File: src/lwtc_pkg.sv
// Package for the fully associative LRU write-through cache.
// Holds the sizes, command codes, transaction structs and the way-field helper.
// No dependencies; every other file imports it.
package lwtc_pkg;

    // Cache geometry and memory size.
    localparam int WAYS         = 8;
    localparam int MEMORY_WORDS = 1024;
    localparam int WAY_W        = $clog2(WAYS);
    localparam int TAG_W        = $clog2(MEMORY_WORDS);

    // Command codes.
    localparam logic [1:0] CMD_READ  = 2'd0;
    localparam logic [1:0] CMD_WRITE = 2'd1;
    localparam logic [1:0] CMD_SNOOP = 2'd2;
    localparam logic [1:0] CMD_RSVD  = 2'd3;

    // One access request.
    typedef struct packed {
        logic [1:0]  command;
        logic [15:0] address;
        logic [15:0] write_data;
        logic [15:0] fill_data;
    } t_req;

    // One access result.
    typedef struct packed {
        logic [15:0] read_data;
        logic        hit;
        logic [2:0]  way;
        logic        memory_write;
        logic        address_error;
    } t_rsp;

    // Contents of one way as seen by the compare unit.
    typedef struct packed {
        logic             valid;
        logic [TAG_W-1:0] tag;
        logic [WAY_W-1:0] rec;
    } t_way_view;

    // Update command from the sequencer to the way store.
    typedef struct packed {
        logic             en;
        logic [WAY_W-1:0] way;
        logic             fill;
        logic [TAG_W-1:0] tag;
        logic             inval;
        logic             touch;
        logic             wr_word;
        logic [15:0]      word;
    } t_upd;

    // Outcome of a full scan over the ways.
    typedef struct packed {
        logic             hit;
        logic [WAY_W-1:0] hit_way;
        logic             inv_found;
        logic [WAY_W-1:0] inv_way;
        logic [WAY_W-1:0] lru_way;
    } t_scan;

    // Fit a way index into the 3-bit result field.
    function automatic logic [2:0] to_way_field(input logic [WAY_W-1:0] w);
        logic [31:0] wide;
        wide = 32'(w);
        return wide[2:0];
    endfunction

endpackage

File: src/lwtc_store.sv
// Way storage of the cache: valid bits, tags, data words and LRU ranks.
// Depends on lwtc_pkg for sizes and the view and update structs.
module lwtc_store import lwtc_pkg::*; (
    input  logic             i_clk,
    input  logic             i_rst_n,
    input  logic [WAY_W-1:0] i_rd_way,
    output t_way_view        o_view,
    output logic [15:0]      o_word,
    input  t_upd             i_upd
);

    logic             r_valid [WAYS];
    logic [TAG_W-1:0] r_tag   [WAYS];
    logic [15:0]      r_word  [WAYS];
    logic [WAY_W-1:0] r_rec   [WAYS];

    // Scan read port and the data word of the way being updated.
    assign o_view.valid = r_valid[i_rd_way];
    assign o_view.tag   = r_tag[i_rd_way];
    assign o_view.rec   = r_rec[i_rd_way];
    assign o_word       = r_word[i_upd.way];

    // Valid bits, tags and recency ranks. A touched way becomes the most
    // recent and every way that was more recent moves down one rank.
    always_ff @(posedge i_clk) begin
        if (!i_rst_n) begin
            for (int i = 0; i < WAYS; i++) begin
                r_valid[i] <= 1'b0;
                r_tag[i]   <= '0;
                r_rec[i]   <= WAY_W'(i);
            end
        end else if (i_upd.en) begin
            if (i_upd.fill) begin
                r_valid[i_upd.way] <= 1'b1;
                r_tag[i_upd.way]   <= i_upd.tag;
            end
            if (i_upd.inval) begin
                r_valid[i_upd.way] <= 1'b0;
            end
            if (i_upd.touch) begin
                for (int i = 0; i < WAYS; i++) begin
                    if (WAY_W'(i) == i_upd.way) begin
                        r_rec[i] <= WAY_W'(WAYS - 1);
                    end else if (r_rec[i] > r_rec[i_upd.way]) begin
                        r_rec[i] <= r_rec[i] - 1'b1;
                    end
                end
            end
        end
    end

    // Data words carry no reset; a way is always written before it is valid.
    always_ff @(posedge i_clk) begin
        if (i_upd.en && i_upd.wr_word) begin
            r_word[i_upd.way] <= i_upd.word;
        end
    end

endmodule

File: src/lwtc_scan.sv
// Shared tag compare unit: examines one way per cycle and keeps the first hit,
// the first invalid way and the least recent way. Depends on lwtc_pkg.
module lwtc_scan import lwtc_pkg::*; (
    input  logic             i_clk,
    input  logic             i_rst_n,
    input  logic             i_clear,
    input  logic             i_en,
    input  logic [WAY_W-1:0] i_idx,
    input  logic [TAG_W-1:0] i_tag,
    input  t_way_view        i_view,
    output t_scan            o_res
);

    logic             r_hit;
    logic [WAY_W-1:0] r_hit_way;
    logic             r_inv;
    logic [WAY_W-1:0] r_inv_way;
    logic [WAY_W-1:0] r_lru_way;
    logic             match;

    assign match = i_view.valid && (i_view.tag == i_tag);

    // Tracking registers, cleared at the start of every transaction.
    always_ff @(posedge i_clk) begin
        if (!i_rst_n || i_clear) begin
            r_hit     <= 1'b0;
            r_inv     <= 1'b0;
            r_hit_way <= '0;
            r_inv_way <= '0;
            r_lru_way <= '0;
        end else if (i_en) begin
            if (match && !r_hit) begin
                r_hit     <= 1'b1;
                r_hit_way <= i_idx;
            end
            if (!i_view.valid && !r_inv) begin
                r_inv     <= 1'b1;
                r_inv_way <= i_idx;
            end
            // Ranks form a permutation, so exactly one way holds rank zero.
            if (i_view.rec == '0) begin
                r_lru_way <= i_idx;
            end
        end
    end

    assign o_res.hit       = r_hit;
    assign o_res.hit_way   = r_hit_way;
    assign o_res.inv_found = r_inv;
    assign o_res.inv_way   = r_inv_way;
    assign o_res.lru_way   = r_lru_way;

endmodule

File: src/lru_write_through_cache.sv
// Channel   | Ports                  | Handshake
// ----------+------------------------+-------------------------------------------
// access in | i_req (t_req)          | accepted when start is high and busy is low
// result    | o_rsp (t_rsp)          | valid for one cycle while o_done is high
//
// A read, write or snoop scans the ways with one shared compare unit, one way
// per cycle, then updates the store in the finish state; o_done is registered
// from that state. A reserved command or an out-of-range address skips the scan
// and goes straight to the finish state. busy is high
// from the accepting edge until the result is shown; a new transaction may be
// accepted in the cycle its predecessor's result is shown. Reset is synchronous
// and active low and empties the cache. The receiver cannot stall results.
// Depends on lwtc_pkg, lwtc_store and lwtc_scan.
module lru_write_through_cache import lwtc_pkg::*; (
    input  logic i_clk,
    input  logic i_rst_n,
    input  logic start,
    output logic busy,
    input  t_req i_req,
    output logic o_done,
    output t_rsp o_rsp
);

    localparam logic [1:0] ST_IDLE   = 2'd0;
    localparam logic [1:0] ST_SCAN   = 2'd1;
    localparam logic [1:0] ST_FINISH = 2'd2;

    logic [1:0]       r_state, n_state;
    logic [WAY_W-1:0] r_idx, n_idx;
    t_req             r_req;
    logic             r_aerr;
    logic             r_done;
    t_rsp             r_rsp, n_rsp;

    logic             accept;
    logic             bad_addr;
    logic [TAG_W-1:0] tag;
    logic             act;
    logic             snoop;
    logic [WAY_W-1:0] sel_way;
    t_way_view        view;
    logic [15:0]      cur_word;
    t_scan            scan;
    t_upd             upd;

    assign busy     = (r_state != ST_IDLE);
    assign accept   = start && !busy;
    assign bad_addr = {1'b0, i_req.address} >= 17'(MEMORY_WORDS);
    assign tag      = r_req.address[TAG_W-1:0];
    assign act      = !r_aerr && (r_req.command == CMD_READ || r_req.command == CMD_WRITE);
    assign snoop    = !r_aerr && (r_req.command == CMD_SNOOP);

    lwtc_store u_store (
        .i_clk    (i_clk),
        .i_rst_n  (i_rst_n),
        .i_rd_way (r_idx),
        .o_view   (view),
        .o_word   (cur_word),
        .i_upd    (upd)
    );

    lwtc_scan u_scan (
        .i_clk   (i_clk),
        .i_rst_n (i_rst_n),
        .i_clear (accept),
        .i_en    (r_state == ST_SCAN),
        .i_idx   (r_idx),
        .i_tag   (tag),
        .i_view  (view),
        .o_res   (scan)
    );

    // Way chosen for a read or write: the hit, else the first free, else LRU.
    always_comb begin
        priority if (scan.hit) begin
            sel_way = scan.hit_way;
        end else if (scan.inv_found) begin
            sel_way = scan.inv_way;
        end else begin
            sel_way = scan.lru_way;
        end
    end

    // Store update issued in the finishing cycle.
    always_comb begin
        upd.en      = (r_state == ST_FINISH);
        upd.way     = snoop ? scan.hit_way : sel_way;
        upd.fill    = act && !scan.hit;
        upd.tag     = tag;
        upd.inval   = snoop && scan.hit;
        upd.touch   = act;
        upd.wr_word = act && (r_req.command == CMD_WRITE || !scan.hit);
        upd.word    = (r_req.command == CMD_WRITE) ? r_req.write_data : r_req.fill_data;
    end

    // Result fields of the finishing transaction.
    always_comb begin
        n_rsp.read_data = '0;
        if (act && r_req.command == CMD_READ) begin
            n_rsp.read_data = scan.hit ? cur_word : r_req.fill_data;
        end
        n_rsp.hit          = (act || snoop) && scan.hit;
        n_rsp.way          = '0;
        if (act) begin
            n_rsp.way = to_way_field(sel_way);
        end else if (snoop && scan.hit) begin
            n_rsp.way = to_way_field(scan.hit_way);
        end
        n_rsp.memory_write  = act && (r_req.command == CMD_WRITE);
        n_rsp.address_error = r_aerr;
    end

    // Sequencer: idle, scan over the ways, finish.
    always_comb begin
        n_state = r_state;
        n_idx   = r_idx;
        unique case (r_state)
            ST_IDLE: begin
                if (accept) begin
                    n_idx = '0;
                    if (i_req.command == CMD_RSVD || bad_addr) begin
                        n_state = ST_FINISH;
                    end else begin
                        n_state = ST_SCAN;
                    end
                end
            end
            ST_SCAN: begin
                if (r_idx == WAY_W'(WAYS - 1)) begin
                    n_state = ST_FINISH;
                end else begin
                    n_idx = r_idx + 1'b1;
                end
            end
            ST_FINISH: begin
                n_state = ST_IDLE;
            end
            default: begin
                n_state = ST_IDLE;
            end
        endcase
    end

    // Control registers.
    always_ff @(posedge i_clk) begin
        if (!i_rst_n) begin
            r_state <= ST_IDLE;
            r_idx   <= '0;
            r_done  <= 1'b0;
        end else begin
            r_state <= n_state;
            r_idx   <= n_idx;
            r_done  <= (r_state == ST_FINISH);
        end
    end

    // Request and result payload registers.
    always_ff @(posedge i_clk) begin
        if (accept) begin
            r_req  <= i_req;
            r_aerr <= bad_addr && (i_req.command != CMD_RSVD);
        end
        if (r_state == ST_FINISH) begin
            r_rsp <= n_rsp;
        end
    end

    assign o_done = r_done;
    assign o_rsp  = r_rsp;

endmodule

File: config.mk
export PLATFORM = sky130hd
export DESIGN_NAME = lru_write_through_cache
export DESIGN_NICKNAME = d
export VERILOG_FILES = /design/src/lwtc_pkg.sv /design/src/lwtc_store.sv /design/src/lwtc_scan.sv /design/src/lru_write_through_cache.sv
export SDC_FILE = /design/constraint.sdc
export NUM_CORES = 1
export LEC_CHECK = 0
export ABC_CLOCK_PERIOD_IN_PS = 5050
export BUFFER_PORTS_ARGS = -buffer_cell sky130_fd_sc_hd__buf_2
export CORE_UTILIZATION = 29
export CTS_BUF_LIST = sky130_fd_sc_hd__clkbuf_2
export DETAILED_ROUTE_END_ITERATION = 10
export MAX_ROUTING_LAYER = met4
export PLACE_DENSITY = 0.43
export SYNTH_ARGS = -nofsm -noshare
export SYNTH_HDL_FRONTEND = slang
export SYNTH_SLANG_ARGS = --single-unit
File: constraint.sdc
create_clock -name i_clk -period 5.05 [get_ports i_clk]
set_clock_uncertainty 0.2 [all_clocks]
set_input_delay 1.01 -clock i_clk [delete_from_list [all_inputs] [get_ports i_clk]]
set_output_delay 1.01 -clock i_clk [all_outputs]
set_load 0.02 [all_outputs]
# Word level (Yosys, flattened, before mapping)
# Memories as Yosys holds them, arrays and structs flattened. A register that Yosys moved wholly into a read port is not among the register bits.
# Cells that the tools add are included.
# totals
reg_bits	68
latch_bits	0
mem_bits_rw	240
romBits	0
in_bits	53
out_inout_bits	24
elab_cells	254
n_memories	4
# memory_table
memory	words	width	rd	rd_ports_with_merged_regs	write_ports	line	source
u_store.r_word	8	16	1	1	1	lwtc_store.sv:14	logic [15:0] r_word [WAYS];
u_store.r_tag	8	10	1	1	8	lwtc_store.sv:13	logic [TAG_W-1:0] r_tag [WAYS];
u_store.r_rec	8	3	10	1	8	lwtc_store.sv:15	logic [WAY_W-1:0] r_rec [WAYS];
u_store.r_valid	8	1	1	1	8	lwtc_store.sv:12	logic r_valid [WAYS];
# op_classes
addsub	9
mul	0
div_mod_pow	0
n_lt_le_gt_ge	9
eq_ne	18
n_shift	0
muxes	141
bitwise_logic	17
reduce_logical	39
# op_table
cell	n
$mux 1	103
$mux 3	31
$gt 3x3->1	8
$sub 3x1->3 const B	8
$or 1x1->1	17
$ge 16x11->1 const B	1
$mux 16	1
$logic_and 1x1->1	14
$eq 3x3->1 const A	4
$eq 10x10->1	1
$mux 10	1
$reduce_or 10->1	1
$reduce_and 2->1	4
$logic_not 1->1	7
$eq 2x2->1 const B	3
$eq 2x3->1 const A	2
$logic_not 3->1	2
$mux 2	3
$ne 2x2->1 const B	3
$pmux 3 s2	1
$logic_or 1x1->1	5
$eq 2x1->1 const B	2
$logic_not 2->1	2
$pmux 2 s2	1
other kinds (7)	8

# Depth between registers and ports, before layout
# An unclocked memory read counts as a cell.
# depth
ltp_word	12
depth_mapped	17
mapped_depth_nobuf	14

# By module
# From an unflattened synthesis, not the netlist that was laid out.
# hier_totals
hier_cells	893
hier_area_um2	14637.8
# modules_own_cells
module	n_inst	cells_each	area_each_um2	seq_area_each_um2
lwtc_store	1	660	11153.2	7126.8
lru_write_through_cache	1	173	2904.0	2132.0
lwtc_scan	1	60	580.6	220.2

# Least setup slack after synthesis
# No wires, ideal clock.
# synth_timing
kind	register -> register
startpoint	register r_aerr
endpoint	memory u_store.r_rec[6][0] (netlist name) (enable)
setup_ps	337
t_arrival_ps	3972
required_ps	4513
slack_ps	540
path_stages_with_launch	15
n_path_buf	4
period_less_slack_ps	4510
cell_sequence	edfxtp_1 > buf_2 > or3b_1 > buf_2 > a21o_1 > nand2_1 > buf_2 > buf_2 > mux4_2 > o21ai_0 > ha_1 > nor2_1 > o21ai_0 > mux2_2 > a41oi_1
# synth_lines
item	line	source
from (decl)	lru_write_through_cache.sv:31	logic r_aerr;
from (signal assigned)	lru_write_through_cache.sv:161	r_aerr <= bad_addr && (i_req.command != CMD_RSVD);
to (decl)	lwtc_store.sv:15	

==> summary.txt <==
Clocking
  • Post-CTS setup repair buffer count: 0
  • Sink Count: 327
  • Clock slew at reported path FFs: 0.11 ns
  • Worst-skew pair later-pin latency: 1.09 ns
  • Clock Path Buffers: 3
  • TritonCTS clock tree: built
  • Clock root buffer: clkbuf_2
  • H-tree levels: 3
  • CTS buffer count: 90

Yosys
  • Synth area leader: edfxtp_1
  • Largest cells by area after synthesis: edfxtp_1 62%, dfxtp_1 3.9%, mux4_2 3.7%
  • Post-synth top flop: edfxtp_1
  • Cells after Synth: 1031
  • Synthesized net count: 1110
  • Most frequent cells after synthesis: 299 x edfxtp_1, 61 x and3_1, 56 x nand2_1
  • Synth unique cells: 58
  • Post-Syn Area: 14500 sq um
  • EDFF count, synth: 299
  • Syn Area/Cell: 14.1 sq um
  • Flops & latches, synth: 327
  • YS warnings: 0
  • Most common cell in the netlist: edfxtp_1
  • Ys async rst share: 0%
  • Sequential area share after synthesis: 65.8%
  • Yosys top cell area share: 62.0%

Worst setup path
  • Worst r2r src: u_scan.r_hit
  • Crit path DAT: 5.08 ns
  • CP Class: reg -> reg
  • Crit-path cells: clkinv_1, a21o_1, nand2_2, buf_4, mux4_2, a21oi_1, buf_4, ha_1, a31oi_1, a21oi_1, a21oi_1, or4_1
  • Worst Setup Start Kind: register
  • Critical Path Fanout Max: 17
  • Worst r2r path cells: 12
  • CP Capture Point: u_store.r_rec[4][2]
  • R2R Path End: u_store.r_rec[4][2]
  • Slowest CP cell: dfxtp_1
  • Crit-path max cell delay: 0.74 ns
  • Worst reg2reg setup slack: 0.54 ns
  • Crit path required time: 5.61 ns
  • CP Capture Type: register
  • Crit path launch: u_scan.r_hit
  • CP most frequent cell: a21oi_1

Timing
  • Min Clock Period, post-route: 4.51 ns
  • Final TNS setup: 0 ns
  • Max-slew headroom: 20.0%
  • Final worst path period share: 89.4%
  • Fmax: 222 MHz
  • Max Slew Vio Count: 0
  • Final setup violation count: 0
  • Tightest Pin Transition: 1.20 ns
  • Final Hold Fails: 0
  • RSZ-0062 raised after global routing: false

Outcome
  • Status: finished clean

Drt
  • Final wirelength: 38.6 mm
  • Drt drc: 0
  • DRT antenna net count: 0
  • WL per Instance: 19.7 um
  • Via density: 4.83
  • Iter 0 DRT Violations: 652
  • Via count: 9471
  • DR pass1 iterations: 5

Power and ir drop
  • Leak: 0.00646 uW
  • Total chip power: 5310 uW
  • Power per cell area: 311 nW/um^2
  • Worst vdd ir: 0.194 mV

Hold path
  • HP Class: in -> reg

Floorplan
  • Rows: 81
  • Core ar.: 49200 sq um
  • Die height: 226 um
  • Ports: 77
  • Die area: 50900 sq um
  • Die width: 226 um
  • Starting Density: 29.5%

GRT
  • Global-route wire length before repair: 58.2 mm
  • Vias in the first global route: 9733
  • Grt total ovfl: 0
  • Pin count of the biggest net entering global routing: 66
  • Gr usage total: 16.0%
  • Initial antenna violation count: 2

Cells and area
  • Nets: 1305
  • Area grow syn2layout: 18.0%
  • Fraction of layout cells with a size suffix above 1: 27.0%

Place
  • HPWL Detailed: 23.5 mm
  • Placer Congestion: 0.828
  • PortBufs: 76

Job
  • Total of max-cap violations: 0
## cells in the final DEF (no fill, tap or decap), types with 27 or more instances in the layout
cell           Yosys  final
dfxtp_1           28     27
and3_1            61     61
dlygate4sd3_1      0     47
mux2_2            34     34
edfxtp_1         299    299
o21ai_0           40     32
nor2_1            53     43
a21oi_1           46     46
nand2_1           56     55
buf_2              7     76
mux2i_1           43     43
buf_4              0     44
clkbuf_2           0    141
## metal layers
metal	vias up	GRT usage, %	part of all wire [%]
met5	-	-	0
met2	215	25.3	48
met4	0	6.58	2.2
li1	4461	-	-
met3	67	3.52	4.4
met1	4728	19.9	45
## metrics by stage
step / util [%] / cell area, sq um / instances / hold WS (ns) / worst slack [ns]
6_report: 34.8 / 17100 / 1959 / 0.167 / 0.536
5_1_grt: 34.8 / 17100 / 1957 / 0.110 / 0.263
4_1_cts: 34.8 / 17100 / 1955 / 0.0104 / 0.609
3_5_place_dp: 32.2 / 15800 / 1751 / 0.290 / 0.672
3_3_place_gp: 32.2 / 15800 / 1751 / 0.278 / 0.861
2_1_floorplan: - / 14500 / 1031 / 0.221 / 0.540
## registers in the layout (all words and copies together), names as in the netlist, 3 cells and up, named ones only
| name | flops |
|---|---|
| u_store.r_word | 128 |
| r_req | 44 |
| r_idx | 3 |
| u_store.r_rec | 24 |
| o_rsp | 22 |
| u_scan.r_inv_way | 3 |
| u_scan.r_hit_way | 3 |
| u_store.r_tag | 80 |
| u_store.r_valid | 8 |
| u_scan.r_lru_way | 3 |
## repair_timing
item | 4_1_cts | 5_1_grt
gates resized for setup | 0 | 0
hold buffers | 47 | 0
hold endpoints to repair | 46 | 0
## layout make-up
| class | instances | area (sq um) |
|---|---|---|
| fill | 4867 | 32100 |
| sequential | 327 | 9540 |
| multi-input combinational | 612 | 4620 |
| timing repair buffer | 167 | 1180 |
| tap | 664 | 831 |
| clock buffer | 141 | 706 |
| inverter | 28 | 105 |
| clock inverter | 16 | 101 |
| antenna | 4 | 10.0 |
## worst max-delay path, delay by kind of cell (launching register included)
family / cells / cell delay, ns
DFF: 1 / 0.74
muxes: 1 / 0.54
AOI/OAI and AO/OA: 5 / 0.86
buffers and inverters: 3 / 1.00
and+or+nand+nor: 2 / 0.65
adders and majority gates: 1 / 0.19
## where the power goes
part / internal, uW / leakage (uW) / switching [uW]
Sequential: 3030 / 0.00305 / 36.5
Clock: 785 / 0.000633 / 1120
Combinational: 138 / 0.00277 / 212
## how the worst min path moves through the flow
stage	start	to	slack, ns	cells after the start
floorplan	r_aerr	o_rsp[0]	0.22	0
global placement	u_scan.r_lru_way[2]	u_scan.r_lru_way[2]	0.28	2
detailed placement	r_state[1]	r_state[1]	0.29	1
CTS	i_req[47]	r_state[0]	0.01	5
global route	i_req[47]	r_state[0]	0.11	5
finish	i_req[47]	r_state[0]	0.17	5
## kinds of logic (layout without fill, tap and decap cells)
kind of cell	Yosys count	count (layout)	synth area share [%]
other	0	4	0
and+or+nand+nor	277	277	9.98
muxes	101	101	9.34
AOI/OAI and AO/OA	188	188	8.83
xor gates and xnor gates	20	20	1.21
adders and majority gates	26	26	2.25
buffers and inverters	92	352	2.55
DFF	327	327	65.8
No activity file was read; power rests on OpenSTA's default activity.
